## src/rtl/saf_pkg.sv

```systemverilog
// Package for the swept box first-hit block: the queue entry type, the queue status
// group, the back end state encoding and the face normal codes.
// No dependencies.
`default_nettype none

package saf_pkg;

  // One classified obstacle transaction, as it waits in the queue.
  typedef struct packed {
    logic signed [31:0] px;
    logic signed [31:0] py;
    logic signed [31:0] dx;
    logic signed [31:0] dy;
    logic signed [31:0] cx;
    logic signed [31:0] cy;
    logic        [30:0] hx;   // grown half width
    logic        [30:0] hy;   // grown half height
    logic signed [34:0] n1x;  // cx - hx - px
    logic signed [34:0] n2x;  // cx + hx - px
    logic signed [34:0] n1y;
    logic signed [34:0] n2y;
    logic               last;
    logic               reject; // a still axis does not start strictly inside its slab
  } saf_item_t;

  typedef struct packed {
    logic full;
    logic empty;
  } saf_qstat_t;

  typedef enum logic [3:0] {
    ST_IDLE,
    ST_ROUTE,
    ST_SETUP,
    ST_DIV,
    ST_APPLY,
    ST_TEST,
    ST_MUL_X,
    ST_MUL_Y,
    ST_CONTACT,
    ST_FACE,
    ST_FINISH,
    ST_EMIT
  } saf_state_t;

  localparam logic [1:0] NORM_ZERO = 2'b00;
  localparam logic [1:0] NORM_POS  = 2'b01;
  localparam logic [1:0] NORM_NEG  = 2'b11;

endpackage

`default_nettype wire

```

## src/rtl/saf_front.sv

```systemverilog
// Front end of the swept box first-hit block: takes obstacle transactions, grows the
// obstacle, forms the slab numerators and flags early rejects. Uses saf_pkg.
`default_nettype none

module saf_front (
  input  wire logic               rst,
  input  wire logic               s_tvalid,
  output logic                    s_tready,
  input  wire logic [311:0]       s_tdata,
  input  wire logic               s_tlast,
  input  wire saf_pkg::saf_qstat_t qstat,
  output logic                    push,
  output saf_pkg::saf_item_t      item
);

  logic signed [31:0] px, py, dx, dy, cx, cy;
  logic        [29:0] mhw, mhh, ohw, ohh;
  logic        [30:0] hx, hy;
  logic signed [34:0] n1x, n2x, n1y, n2y;
  logic               in_x, in_y;

  assign px  = s_tdata[31:0];
  assign py  = s_tdata[63:32];
  assign mhw = s_tdata[93:64];
  assign mhh = s_tdata[123:94];
  assign dx  = s_tdata[155:124];
  assign dy  = s_tdata[187:156];
  assign cx  = s_tdata[219:188];
  assign cy  = s_tdata[251:220];
  assign ohw = s_tdata[281:252];
  assign ohh = s_tdata[311:282];

  assign hx = {1'b0, ohw} + {1'b0, mhw};
  assign hy = {1'b0, ohh} + {1'b0, mhh};

  assign n1x = 35'(cx) - $signed({4'b0, hx}) - 35'(px);
  assign n2x = 35'(cx) + $signed({4'b0, hx}) - 35'(px);
  assign n1y = 35'(cy) - $signed({4'b0, hy}) - 35'(py);
  assign n2y = 35'(cy) + $signed({4'b0, hy}) - 35'(py);

  // Strictly inside the slab: c - h < p < c + h.
  assign in_x = n1x[34] && !n2x[34] && (n2x != '0);
  assign in_y = n1y[34] && !n2y[34] && (n2y != '0);

  assign s_tready = !rst && !qstat.full;
  assign push     = s_tvalid && s_tready;

  always_comb begin
    item.px     = px;
    item.py     = py;
    item.dx     = dx;
    item.dy     = dy;
    item.cx     = cx;
    item.cy     = cy;
    item.hx     = hx;
    item.hy     = hy;
    item.n1x    = n1x;
    item.n2x    = n2x;
    item.n1y    = n1y;
    item.n2y    = n2y;
    item.last   = s_tlast;
    item.reject = ((dx == '0) && !in_x) || ((dy == '0) && !in_y);
  end

endmodule

`default_nettype wire

```

## src/rtl/saf_queue.sv

```systemverilog
// Two-entry queue between the front and back ends of the swept box first-hit block.
// Uses saf_pkg for the entry and status types.
`default_nettype none

module saf_queue (
  input  wire logic               clk,
  input  wire logic               rst,
  input  wire logic               push,
  input  wire saf_pkg::saf_item_t wr_item,
  input  wire logic               pop,
  output saf_pkg::saf_item_t      rd_item,
  output saf_pkg::saf_qstat_t     qstat
);

  saf_pkg::saf_item_t slots [2];
  logic       wr_ptr;
  logic       rd_ptr;
  logic [1:0] count;

  always_ff @(posedge clk) begin
    if (rst) begin
      wr_ptr <= 1'b0;
      rd_ptr <= 1'b0;
      count  <= 2'd0;
    end else begin
      if (push) wr_ptr <= !wr_ptr;
      if (pop)  rd_ptr <= !rd_ptr;
      case ({push, pop})
        2'b10:   count <= count + 2'd1;
        2'b01:   count <= count - 2'd1;
        default: count <= count;
      endcase
    end
  end

  always_ff @(posedge clk) begin
    if (push) slots[wr_ptr] <= wr_item;
  end

  assign rd_item     = slots[rd_ptr];
  assign qstat.full  = count[1];
  assign qstat.empty = (count == 2'd0);

endmodule

`default_nettype wire

```

## src/rtl/saf_back.sv

```systemverilog
// Back end of the swept box first-hit block: iterative slab divisions, contact and
// face normal, the kept earliest hit and the result register. Uses saf_pkg.
`default_nettype none

module saf_back #(
  parameter int FRAC_BITS = 16
) (
  input  wire logic                       clk,
  input  wire logic                       rst,
  input  wire saf_pkg::saf_qstat_t        qstat,
  input  wire saf_pkg::saf_item_t         q_item,
  output logic                            pop,
  output logic                            m_tvalid,
  input  wire logic                       m_tready,
  output logic                            hit_found,
  output logic signed [FRAC_BITS+1:0]     hit_time,
  output logic signed [31:0]              contact_x,
  output logic signed [31:0]              contact_y,
  output logic signed [1:0]               face_normal_x,
  output logic signed [1:0]               face_normal_y
);

  localparam int TW    = FRAC_BITS + 2;
  localparam int PW    = 32 + TW;
  localparam int CNT_W = $clog2(TW + 1);
  localparam logic signed [TW-1:0] T_ZERO = '0;
  localparam logic signed [TW-1:0] T_ONE = {2'b01, {FRAC_BITS{1'b0}}};
  localparam logic signed [TW-1:0] T_MAX = {2'b01, {FRAC_BITS{1'b1}}};
  localparam logic signed [TW-1:0] T_MIN = {2'b10, {FRAC_BITS{1'b0}}};
  localparam logic        [TW-1:0] Q_LIM = {2'b10, {FRAC_BITS{1'b0}}};

  saf_pkg::saf_state_t state, state_next;
  saf_pkg::saf_item_t  item;

  logic [1:0]           div_sel;
  logic [CNT_W-1:0]     cnt;
  logic [31:0]          rem;
  logic [31:0]          divisor;
  logic [TW-1:0]        nbits;
  logic [TW-1:0]        quo;
  logic                 ovf;
  logic                 neg;
  logic signed [TW-1:0] t_first, t_entry, t_exit;
  logic                 hit;
  logic signed [PW-1:0] prod;
  logic signed [31:0]   kx, ky;

  logic                 best_valid;
  logic signed [TW-1:0] best_time;
  logic signed [31:0]   best_kx, best_ky;
  logic [1:0]           best_nx, best_ny;

  logic                 out_load;

  // Divider set-up for the selected numerator.
  logic signed [34:0] cur_n;
  logic signed [31:0] cur_d;
  logic        [34:0] abs_n;
  logic        [31:0] abs_d;
  logic               ovf_now;

  always_comb begin
    case (div_sel)
      2'd0:    cur_n = item.n1x;
      2'd1:    cur_n = item.n2x;
      2'd2:    cur_n = item.n1y;
      default: cur_n = item.n2y;
    endcase
  end
  assign cur_d   = div_sel[1] ? item.dy : item.dx;
  assign abs_n   = cur_n[34] ? 35'(-cur_n) : 35'(cur_n);
  assign abs_d   = cur_d[31] ? 32'(-cur_d) : 32'(cur_d);
  assign ovf_now = abs_n >= {1'b0, abs_d, 2'b00};

  // One restoring step per cycle.
  logic [32:0] trial;
  logic        ge;
  logic [31:0] rem_step;
  assign trial    = {rem, nbits[TW-1]};
  assign ge       = trial >= {1'b0, divisor};
  assign rem_step = ge ? 32'(trial - {1'b0, divisor}) : trial[31:0];

  // Saturated signed quotient.
  logic signed [TW-1:0] t_new, t_lo, t_hi;
  always_comb begin
    if (!neg) begin
      t_new = (ovf || quo[TW-1]) ? T_MAX : $signed(quo);
    end else begin
      t_new = (ovf || (quo > Q_LIM)) ? T_MIN : $signed(TW'(-quo));
    end
  end
  assign t_lo = (t_first < t_new) ? t_first : t_new;
  assign t_hi = (t_first < t_new) ? t_new : t_first;

  // Contact: p + floor(d * entry / 2^F), saturated.
  logic signed [31:0] mul_a;
  logic signed [33:0] prod_sh;
  logic signed [31:0] cur_p;
  logic signed [34:0] csum;
  logic signed [31:0] csat;
  assign mul_a   = (state == saf_pkg::ST_MUL_X) ? item.dx : item.dy;
  assign prod_sh = 34'(prod >>> FRAC_BITS);
  assign cur_p   = (state == saf_pkg::ST_MUL_Y) ? item.px : item.py;
  assign csum    = 35'(prod_sh) + 35'(cur_p);
  always_comb begin
    if (csum > 35'sh07FFFFFFF)       csat = 32'sh7FFFFFFF;
    else if (csum < -35'sh080000000) csat = 32'sh80000000;
    else                             csat = csum[31:0];
  end

  // Face normal from the axis with the smaller overlap.
  logic signed [32:0] rx, ry;
  logic        [32:0] arx, ary;
  logic signed [33:0] ox, oy;
  logic [1:0]         sx, sy, nx, ny;
  assign rx  = 33'(kx) - 33'(item.cx);
  assign ry  = 33'(ky) - 33'(item.cy);
  assign arx = rx[32] ? 33'(-rx) : 33'(rx);
  assign ary = ry[32] ? 33'(-ry) : 33'(ry);
  assign ox  = $signed({3'b0, item.hx}) - $signed({1'b0, arx});
  assign oy  = $signed({3'b0, item.hy}) - $signed({1'b0, ary});
  assign sx  = rx[32] ? saf_pkg::NORM_NEG : ((rx != '0) ? saf_pkg::NORM_POS : saf_pkg::NORM_ZERO);
  assign sy  = ry[32] ? saf_pkg::NORM_NEG : ((ry != '0) ? saf_pkg::NORM_POS : saf_pkg::NORM_ZERO);
  assign nx  = (ox < oy) ? sx : saf_pkg::NORM_ZERO;
  assign ny  = (ox < oy) ? saf_pkg::NORM_ZERO : sy;

  // Next state.
  always_comb begin
    state_next = state;
    unique case (state)
      saf_pkg::ST_IDLE:    if (!qstat.empty) state_next = saf_pkg::ST_ROUTE;
      saf_pkg::ST_ROUTE: begin
        if (item.reject)         state_next = saf_pkg::ST_FINISH;
        else if (item.dx != '0)  state_next = saf_pkg::ST_SETUP;
        else if (item.dy != '0)  state_next = saf_pkg::ST_SETUP;
        else                     state_next = saf_pkg::ST_TEST;
      end
      saf_pkg::ST_SETUP:   state_next = saf_pkg::ST_DIV;
      saf_pkg::ST_DIV:     if (cnt == CNT_W'(1)) state_next = saf_pkg::ST_APPLY;
      saf_pkg::ST_APPLY: begin
        if (!div_sel[0])                          state_next = saf_pkg::ST_SETUP;
        else if (!div_sel[1] && item.dy != '0)    state_next = saf_pkg::ST_SETUP;
        else                                      state_next = saf_pkg::ST_TEST;
      end
      saf_pkg::ST_TEST:    state_next = hit ? saf_pkg::ST_MUL_X : saf_pkg::ST_FINISH;
      saf_pkg::ST_MUL_X:   state_next = saf_pkg::ST_MUL_Y;
      saf_pkg::ST_MUL_Y:   state_next = saf_pkg::ST_CONTACT;
      saf_pkg::ST_CONTACT: state_next = saf_pkg::ST_FACE;
      saf_pkg::ST_FACE:    state_next = saf_pkg::ST_FINISH;
      saf_pkg::ST_FINISH:  state_next = item.last ? saf_pkg::ST_EMIT : saf_pkg::ST_IDLE;
      saf_pkg::ST_EMIT:    if (!m_tvalid || m_tready) state_next = saf_pkg::ST_IDLE;
      default:             state_next = saf_pkg::ST_IDLE;
    endcase
  end

  // Control outputs.
  always_comb begin
    pop      = 1'b0;
    out_load = 1'b0;
    unique case (state)
      saf_pkg::ST_IDLE: pop      = !qstat.empty;
      saf_pkg::ST_EMIT: out_load = !m_tvalid || m_tready;
      default: begin
        pop      = 1'b0;
        out_load = 1'b0;
      end
    endcase
  end

  assign hit = (t_exit > t_entry) && (t_exit > T_ZERO) && (t_entry < T_ONE);

  always_ff @(posedge clk) begin
    if (rst) begin
      state      <= saf_pkg::ST_IDLE;
      best_valid <= 1'b0;
      best_time  <= T_ONE;
      m_tvalid   <= 1'b0;
    end else begin
      state <= state_next;
      if (state == saf_pkg::ST_FACE && t_entry < best_time) begin
        best_valid <= 1'b1;
        best_time  <= t_entry;
      end else if (out_load) begin
        best_valid <= 1'b0;
        best_time  <= T_ONE;
      end
      if (out_load)      m_tvalid <= 1'b1;
      else if (m_tready) m_tvalid <= 1'b0;
    end
  end

  always_ff @(posedge clk) begin
    if (pop) item <= q_item;
    case (state)
      saf_pkg::ST_ROUTE: begin
        t_entry <= T_MIN;
        t_exit  <= T_MAX;
        div_sel <= (item.dx != '0) ? 2'd0 : 2'd2;
      end
      saf_pkg::ST_SETUP: begin
        rem     <= abs_n[33:2];
        divisor <= abs_d;
        nbits   <= {abs_n[1:0], {FRAC_BITS{1'b0}}};
        ovf     <= ovf_now;
        neg     <= cur_n[34] ^ cur_d[31];
        cnt     <= CNT_W'(TW);
      end
      saf_pkg::ST_DIV: begin
        rem   <= rem_step;
        nbits <= {nbits[TW-2:0], 1'b0};
        quo   <= {quo[TW-2:0], ge};
        cnt   <= cnt - CNT_W'(1);
      end
      saf_pkg::ST_APPLY: begin
        if (!div_sel[0]) begin
          t_first <= t_new;
          div_sel <= div_sel + 2'd1;
        end else begin
          if (t_lo > t_entry) t_entry <= t_lo;
          if (t_hi < t_exit)  t_exit  <= t_hi;
          div_sel <= 2'd2;
        end
      end
      saf_pkg::ST_MUL_X: prod <= PW'(mul_a * t_entry);
      saf_pkg::ST_MUL_Y: begin
        kx   <= csat;
        prod <= PW'(mul_a * t_entry);
      end
      saf_pkg::ST_CONTACT: ky <= csat;
      saf_pkg::ST_FACE: begin
        if (t_entry < best_time) begin
          best_kx <= kx;
          best_ky <= ky;
          best_nx <= nx;
          best_ny <= ny;
        end
      end
      default: ;
    endcase
    if (out_load) begin
      hit_found     <= best_valid;
      hit_time      <= best_valid ? best_time : '0;
      contact_x     <= best_valid ? best_kx : '0;
      contact_y     <= best_valid ? best_ky : '0;
      face_normal_x <= best_valid ? best_nx : saf_pkg::NORM_ZERO;
      face_normal_y <= best_valid ? best_ny : saf_pkg::NORM_ZERO;
    end
  end

endmodule

`default_nettype wire

```

## src/rtl/swept_aabb_first_hit.sv

```systemverilog
// Top level of the swept box first-hit block: front end, queue and back end.
// Depends on saf_pkg, saf_front, saf_queue and saf_back.
//
//   Channel | Direction | Signals                     | Carries
//   s_      | in        | tvalid tready tdata tlast   | one obstacle per transaction
//   m_      | out       | tvalid tready tdata         | one result per query
//
// When both deltas are non-zero, an obstacle's time in the back end is set by
// the shared restoring divider that produces one quotient bit a cycle for each
// of the four slab times; a still axis skips its two divisions and a rejected
// obstacle goes straight to the finish state.
// The front end classifies in the cycle of acceptance and the two-entry queue
// lets it take two further obstacles while the back end works.
// A held result on m_ does not stop the back end until the next query ends.
// Reset is synchronous and active high and empties the queue and the result.
`default_nettype none

module swept_aabb_first_hit #(
  parameter int FRAC_BITS = 16
) (
  input  wire logic        clk,
  input  wire logic        rst,
  input  wire logic        s_tvalid,
  output logic             s_tready,
  // s_tdata, from bit 0: mover_center_x(32) mover_center_y(32) mover_half_w(30)
  // mover_half_h(30) move_dx(32) move_dy(32) obstacle_center_x(32)
  // obstacle_center_y(32) obstacle_half_w(30) obstacle_half_h(30)
  input  wire logic [311:0] s_tdata,
  input  wire logic         s_tlast,   // last_obstacle
  output logic              m_tvalid,
  input  wire logic         m_tready,
  // m_tdata, from bit 0: hit_found(1) hit_time(FRAC_BITS+2) contact_x(32)
  // contact_y(32) face_normal_x(2) face_normal_y(2), zero padded to bytes
  output logic [((FRAC_BITS+71+7)/8)*8-1:0] m_tdata
);

  localparam int TW    = FRAC_BITS + 2;
  localparam int OUT_W = ((FRAC_BITS + 71 + 7) / 8) * 8;

  saf_pkg::saf_qstat_t qstat;
  saf_pkg::saf_item_t  wr_item, rd_item;
  logic                push, pop;

  logic                 hit_found;
  logic signed [TW-1:0] hit_time;
  logic signed [31:0]   contact_x, contact_y;
  logic signed [1:0]    face_normal_x, face_normal_y;

  saf_front u_front (
    .rst      (rst),
    .s_tvalid (s_tvalid),
    .s_tready (s_tready),
    .s_tdata  (s_tdata),
    .s_tlast  (s_tlast),
    .qstat    (qstat),
    .push     (push),
    .item     (wr_item)
  );

  saf_queue u_queue (
    .clk     (clk),
    .rst     (rst),
    .push    (push),
    .wr_item (wr_item),
    .pop     (pop),
    .rd_item (rd_item),
    .qstat   (qstat)
  );

  saf_back #(.FRAC_BITS(FRAC_BITS)) u_back (
    .clk           (clk),
    .rst           (rst),
    .qstat         (qstat),
    .q_item        (rd_item),
    .pop           (pop),
    .m_tvalid      (m_tvalid),
    .m_tready      (m_tready),
    .hit_found     (hit_found),
    .hit_time      (hit_time),
    .contact_x     (contact_x),
    .contact_y     (contact_y),
    .face_normal_x (face_normal_x),
    .face_normal_y (face_normal_y)
  );

  assign m_tdata = OUT_W'({face_normal_y, face_normal_x, contact_y, contact_x,
                           hit_time, hit_found});

endmodule

`default_nettype wire

```

## config.mk

```make
export PLATFORM = sky130hd
export DESIGN_NAME = swept_aabb_first_hit
export DESIGN_NICKNAME = d
export VERILOG_FILES = /design/src/rtl/saf_pkg.sv /design/src/rtl/saf_front.sv /design/src/rtl/saf_queue.sv /design/src/rtl/saf_back.sv /design/src/rtl/swept_aabb_first_hit.sv
export SDC_FILE = /design/constraint.sdc
export NUM_CORES = 2
export LEC_CHECK = 0
export BUFFER_PORTS_ARGS = -buffer_cell sky130_fd_sc_hd__buf_2
export CAP_MARGIN = 10
export CORE_ASPECT_RATIO = 0.5
export CORE_UTILIZATION = 44
export DETAILED_ROUTE_END_ITERATION = 12
export GPL_TIMING_DRIVEN = 0
export PLACE_DENSITY = 0.6
export SETUP_SLACK_MARGIN = 0.1
export SYNTH_ARGS = -nofsm -noshare
export SYNTH_HDL_FRONTEND = slang
export SYNTH_SLANG_ARGS = --single-unit
```

## constraint.sdc

```tcl
create_clock -name clk -period 35.7 [get_ports clk]
set_input_delay 7.14 -clock clk [delete_from_list [all_inputs] [get_ports clk]]
set_output_delay 7.14 -clock clk [all_outputs]
set_load 0.1 [all_outputs]
```

==> results.md <==
- FF+latch count, synth: between 1500 and 2000
- Max-cap violations: 0
- Starting Density: 0.446
- Row count: 126
- Syn Area/Cell: 11.6 um^2
- Crit-path max FO: 4
- Reg2Reg Setup Slack: 25.01 ns
- Initial antenna violation count: 46
- Crit. End Element: register
- Achievable Freq: 64.2 MHz
- Reg clk slew, reported paths: 0.07 ns
- Buffer count from post-CTS setup fixing: 0
- Post_cts resized: 0
- Max Clock Skew: around 0.06 ns
- Seq/Total Area, Yosys: 0.452
- Die height: 349 um
- Yosys warning count: 0
- Cell Area, Synth: 106000 um^2
- Clk buf depth: 4
- Max-slew violations: 0
- Vias in the first global route: 70400
- Total Wirelength: between 300000 and 400000 um
- Die Width: 696 um
- Routed vias/inst: 5.55
- Critical path class: in2reg
- Largest net degree at the start of global routing: 72
- Mux cell area share after synthesis: 0.0621
- Remaining DRCs: 0
- Nets: 11400
- Clk root buf: clkbuf_16
- Fraction of the mapped netlist area in adder cells: 0.208
- Post-synthesis compound-gate area fraction: 0.0897
- Critical Path End: u_queue.slots[1][0]$_DFFE_PP_
- First-pass GRT wire length: 483000 um
- DP Cell Count: ~13000
- Crit. Startpoint: s_tdata[94]
- Area grow syn2layout: 11.7%
- Crit start category: input port
- CP arrival: 16.08 ns
- Post-synth EDFFs: 1576
- TritonRoute pass-1 iters: 6
- H-tree Lvls: 4
- Xor and xnor fraction of the mapped netlist area: 0.0398
- Fill cells: 21500
- Share of cells above drive strength 1: 0.135
- Most used cell, CP: a21oi_1
- Total CTS buffers: 158
- CTS tree: yes
- Status: complete, no violations
- Num ports: 407
- Routed Antenna Nets: 0
- GR Util All Layers: 0.276
- Post-route minimum period: around 16 ns
- Die area: 243000 um^2
- Finished Layout Cells: approximately 13000
- Post-synth cell types: 99
- DR iter-0 viols: 7221
- Syn Inst Count: around 9100
- Slew @ Worst Pin: ~1.3 ns
- Global route overflow: 0
- R2R Path Start: u_back.kx[14]$_DFFE_PP_
- Final GP Congestion: 0.963
- Vias: 72600
- Final setup vio count: 0
- Clk_lat worst skew: 0.86 ns
- Worst R2R End: u_back.best_ny[0]$_SDFFCE_PP0P_
- DP Wirelength: 278000 um
- CP max stage cell: o41ai_1
- Setup TNS: 0 ns
- IO buf count: between 400 and 500
- Core ar.: 238000 um^2
- Worst min path class: reg2reg
- Average wire per cell in the routed design: 25.9 um
- Hold violation count in the final report: 0
- Worst hold margin: 0.466 ns
- Reg2reg path depth: 39
- Final period utilization: 0.436
- Post-synth top flop: edfxtp_1
- Post-synthesis simple-gate area fraction: 0.0965
- CP peak stage delay: 0.65 ns
- Largest family of logic cells by synthesized area: adder cells
- Max_slew headroom: 0.0852
- Unrepaired setup endpoints after global routing: false
- Syn Nets: 10800
- Hold_buf cts: 0
- Post-synthesis async set-or-reset flop share: 0
- Required time worst endpoint: 36.20 ns
- CTS sink cnt: roughly 1600
worst max-delay path, delay by kind of cell:
| kind | cells | cell delay (ns) |
|---|---|---|
| AO/OA/AOI/OAI | 20 | 6.18 |
| XOR/XNOR | 1 | 0.22 |
| adder cells (fa/ha/maj) | 4 | 1.54 |
| buffers and inverters | 2 | 0.16 |
| AND/OR/NAND/NOR | 3 | 0.76 |
layer usage:
layer  routed length [um]  vias to the layer above  track usage  share of wire
met5                   82                        -            0        0.00024
met4                12900                       14       0.0929          0.038
met3                25200                      420       0.0477          0.074
met2               153000                     2507        0.431           0.45
met1               148000                    36600        0.391           0.44
li1                     -                    33100            -              -
cells by family after synthesis:
logic type / count (synthesis)
and+or+nand+nor: 2142
DFF: 1604
AOI/OAI and AO/OA: 1512
buffers and inverters: 1456
adders and majority gates: 1354
muxes: 557
xor gates and xnor gates: 482
other: 1
how the worst min path moves through the flow:
stage | startpoint | to | depth (start not counted)
floorplan | u_back.kx[0]$_DFFE_PP_ | u_back.best_kx[0]$_DFFE_PP_ | 0
global placement | u_back.ky[0]$_DFFE_PN_ | u_back.best_ky[0]$_DFFE_PP_ | 0
detailed placement | u_back.kx[0]$_DFFE_PP_ | u_back.best_kx[0]$_DFFE_PP_ | 0
CTS | u_back.kx[0]$_DFFE_PP_ | u_back.best_kx[0]$_DFFE_PP_ | 0
global route | u_back.kx[30]$_DFFE_PP_ | u_back.best_kx[30]$_DFFE_PP_ | 0
finish | u_back.kx[0]$_DFFE_PP_ | u_back.best_kx[0]$_DFFE_PP_ | 0
final cells by class:
| cell class | count | area [um^2] | share of cell area |
|---|---|---|---|
| multi-input combinational | 6048 | 52700 | 0.445 |
| buffer | 252 | 985 | 0.00832 |
| clock buffer | 188 | 4130 | 0.0349 |
| inverter | 1204 | 4520 | 0.0382 |
| tap | 3200 | 4000 | 0.0338 |
| clock inverter | 89 | 887 | 0.00749 |
| antenna | 10 | 25.0 | 0.000211 |
| sequential | 1604 | 47900 | 0.404 |
| timing repair buffer | 489 | 3300 | 0.0278 |
cells in the final DEF (no fill, tap or decap), types with 69 or more instances in the layout:
cell type | netlist | final
edfxtp_1 | 1576 | 1576
inv_1 | 1198 | 1197
nand2_1 | 693 | 693
fa_1 | 684 | 684
ha_1 | 670 | 670
nor2_1 | 552 | 549
a21oi_1 | 506 | 505
mux2_2 | 471 | 471
buf_2 | 17 | 422
o21ai_0 | 307 | 305
xnor2_1 | 292 | 292
clkbuf_1 | 221 | 243
a21o_1 | 195 | 195
xor2_1 | 190 | 190
clkbuf_16 | 0 | 161
and2_1 | 160 | 159
nand3_1 | 112 | 112
nor3_1 | 113 | 111
nor2b_1 | 89 | 89
o21a_1 | 88 | 88
nand2b_1 | 76 | 76
nand4_1 | 69 | 69
registers in the layout, indices dropped and copies added (netlist names), 32 cells and up:
name	count
u_queue.slots	784
u_back.item	392
u_back.prod	34
u_back.best_kx	32
u_back.best_ky	32
u_back.contact_x	32
u_back.contact_y	32
u_back.divisor	32
u_back.kx	32
u_back.ky	32
u_back.rem	32
through the flow:
step	setup slack (ns)	instance area, um^2	utilization
4_1_cts	20.08	118000	0.498
3_5_place_dp	19.23	113000	0.477
3_3_place_gp	-14.46	112000	0.471
5_1_grt	19.55	118000	0.498
6_report	20.12	118000	0.498
2_1_floorplan	4.39	106000	-
cells in the mapped netlist, types with 35 or more instances:
library cell     n  area (um^2)
o21a_1          88          661
and2_1         160         1000
nand2b_1        76          475
mux2_2         471         5300
a31oi_1         60          375
nor2b_1         89          557
a21oi_1        506         2530
nand4_1         69          432
and3_1          57          357
fa_1           684        13700
a21o_1         195         1460
ha_1           670         8380
o21ai_0        307         1540
inv_1         1198         4500
nor2_1         552         2070
nor3_1         113          566
xnor2_1        292         2560
nand3_1        112          561
o21bai_1        58          435
nor4_1          59          369
edfxtp_1      1576        47300
or2_2           35          219
nand2_1        693         2600
mux2i_1         53          531
a211oi_1        51          383
xor2_1         190         1660
clkbuf_1       221          830
Power is not shown: default switching activity piles up to over one toggle a cycle in this logic, so the estimate is an artifact.
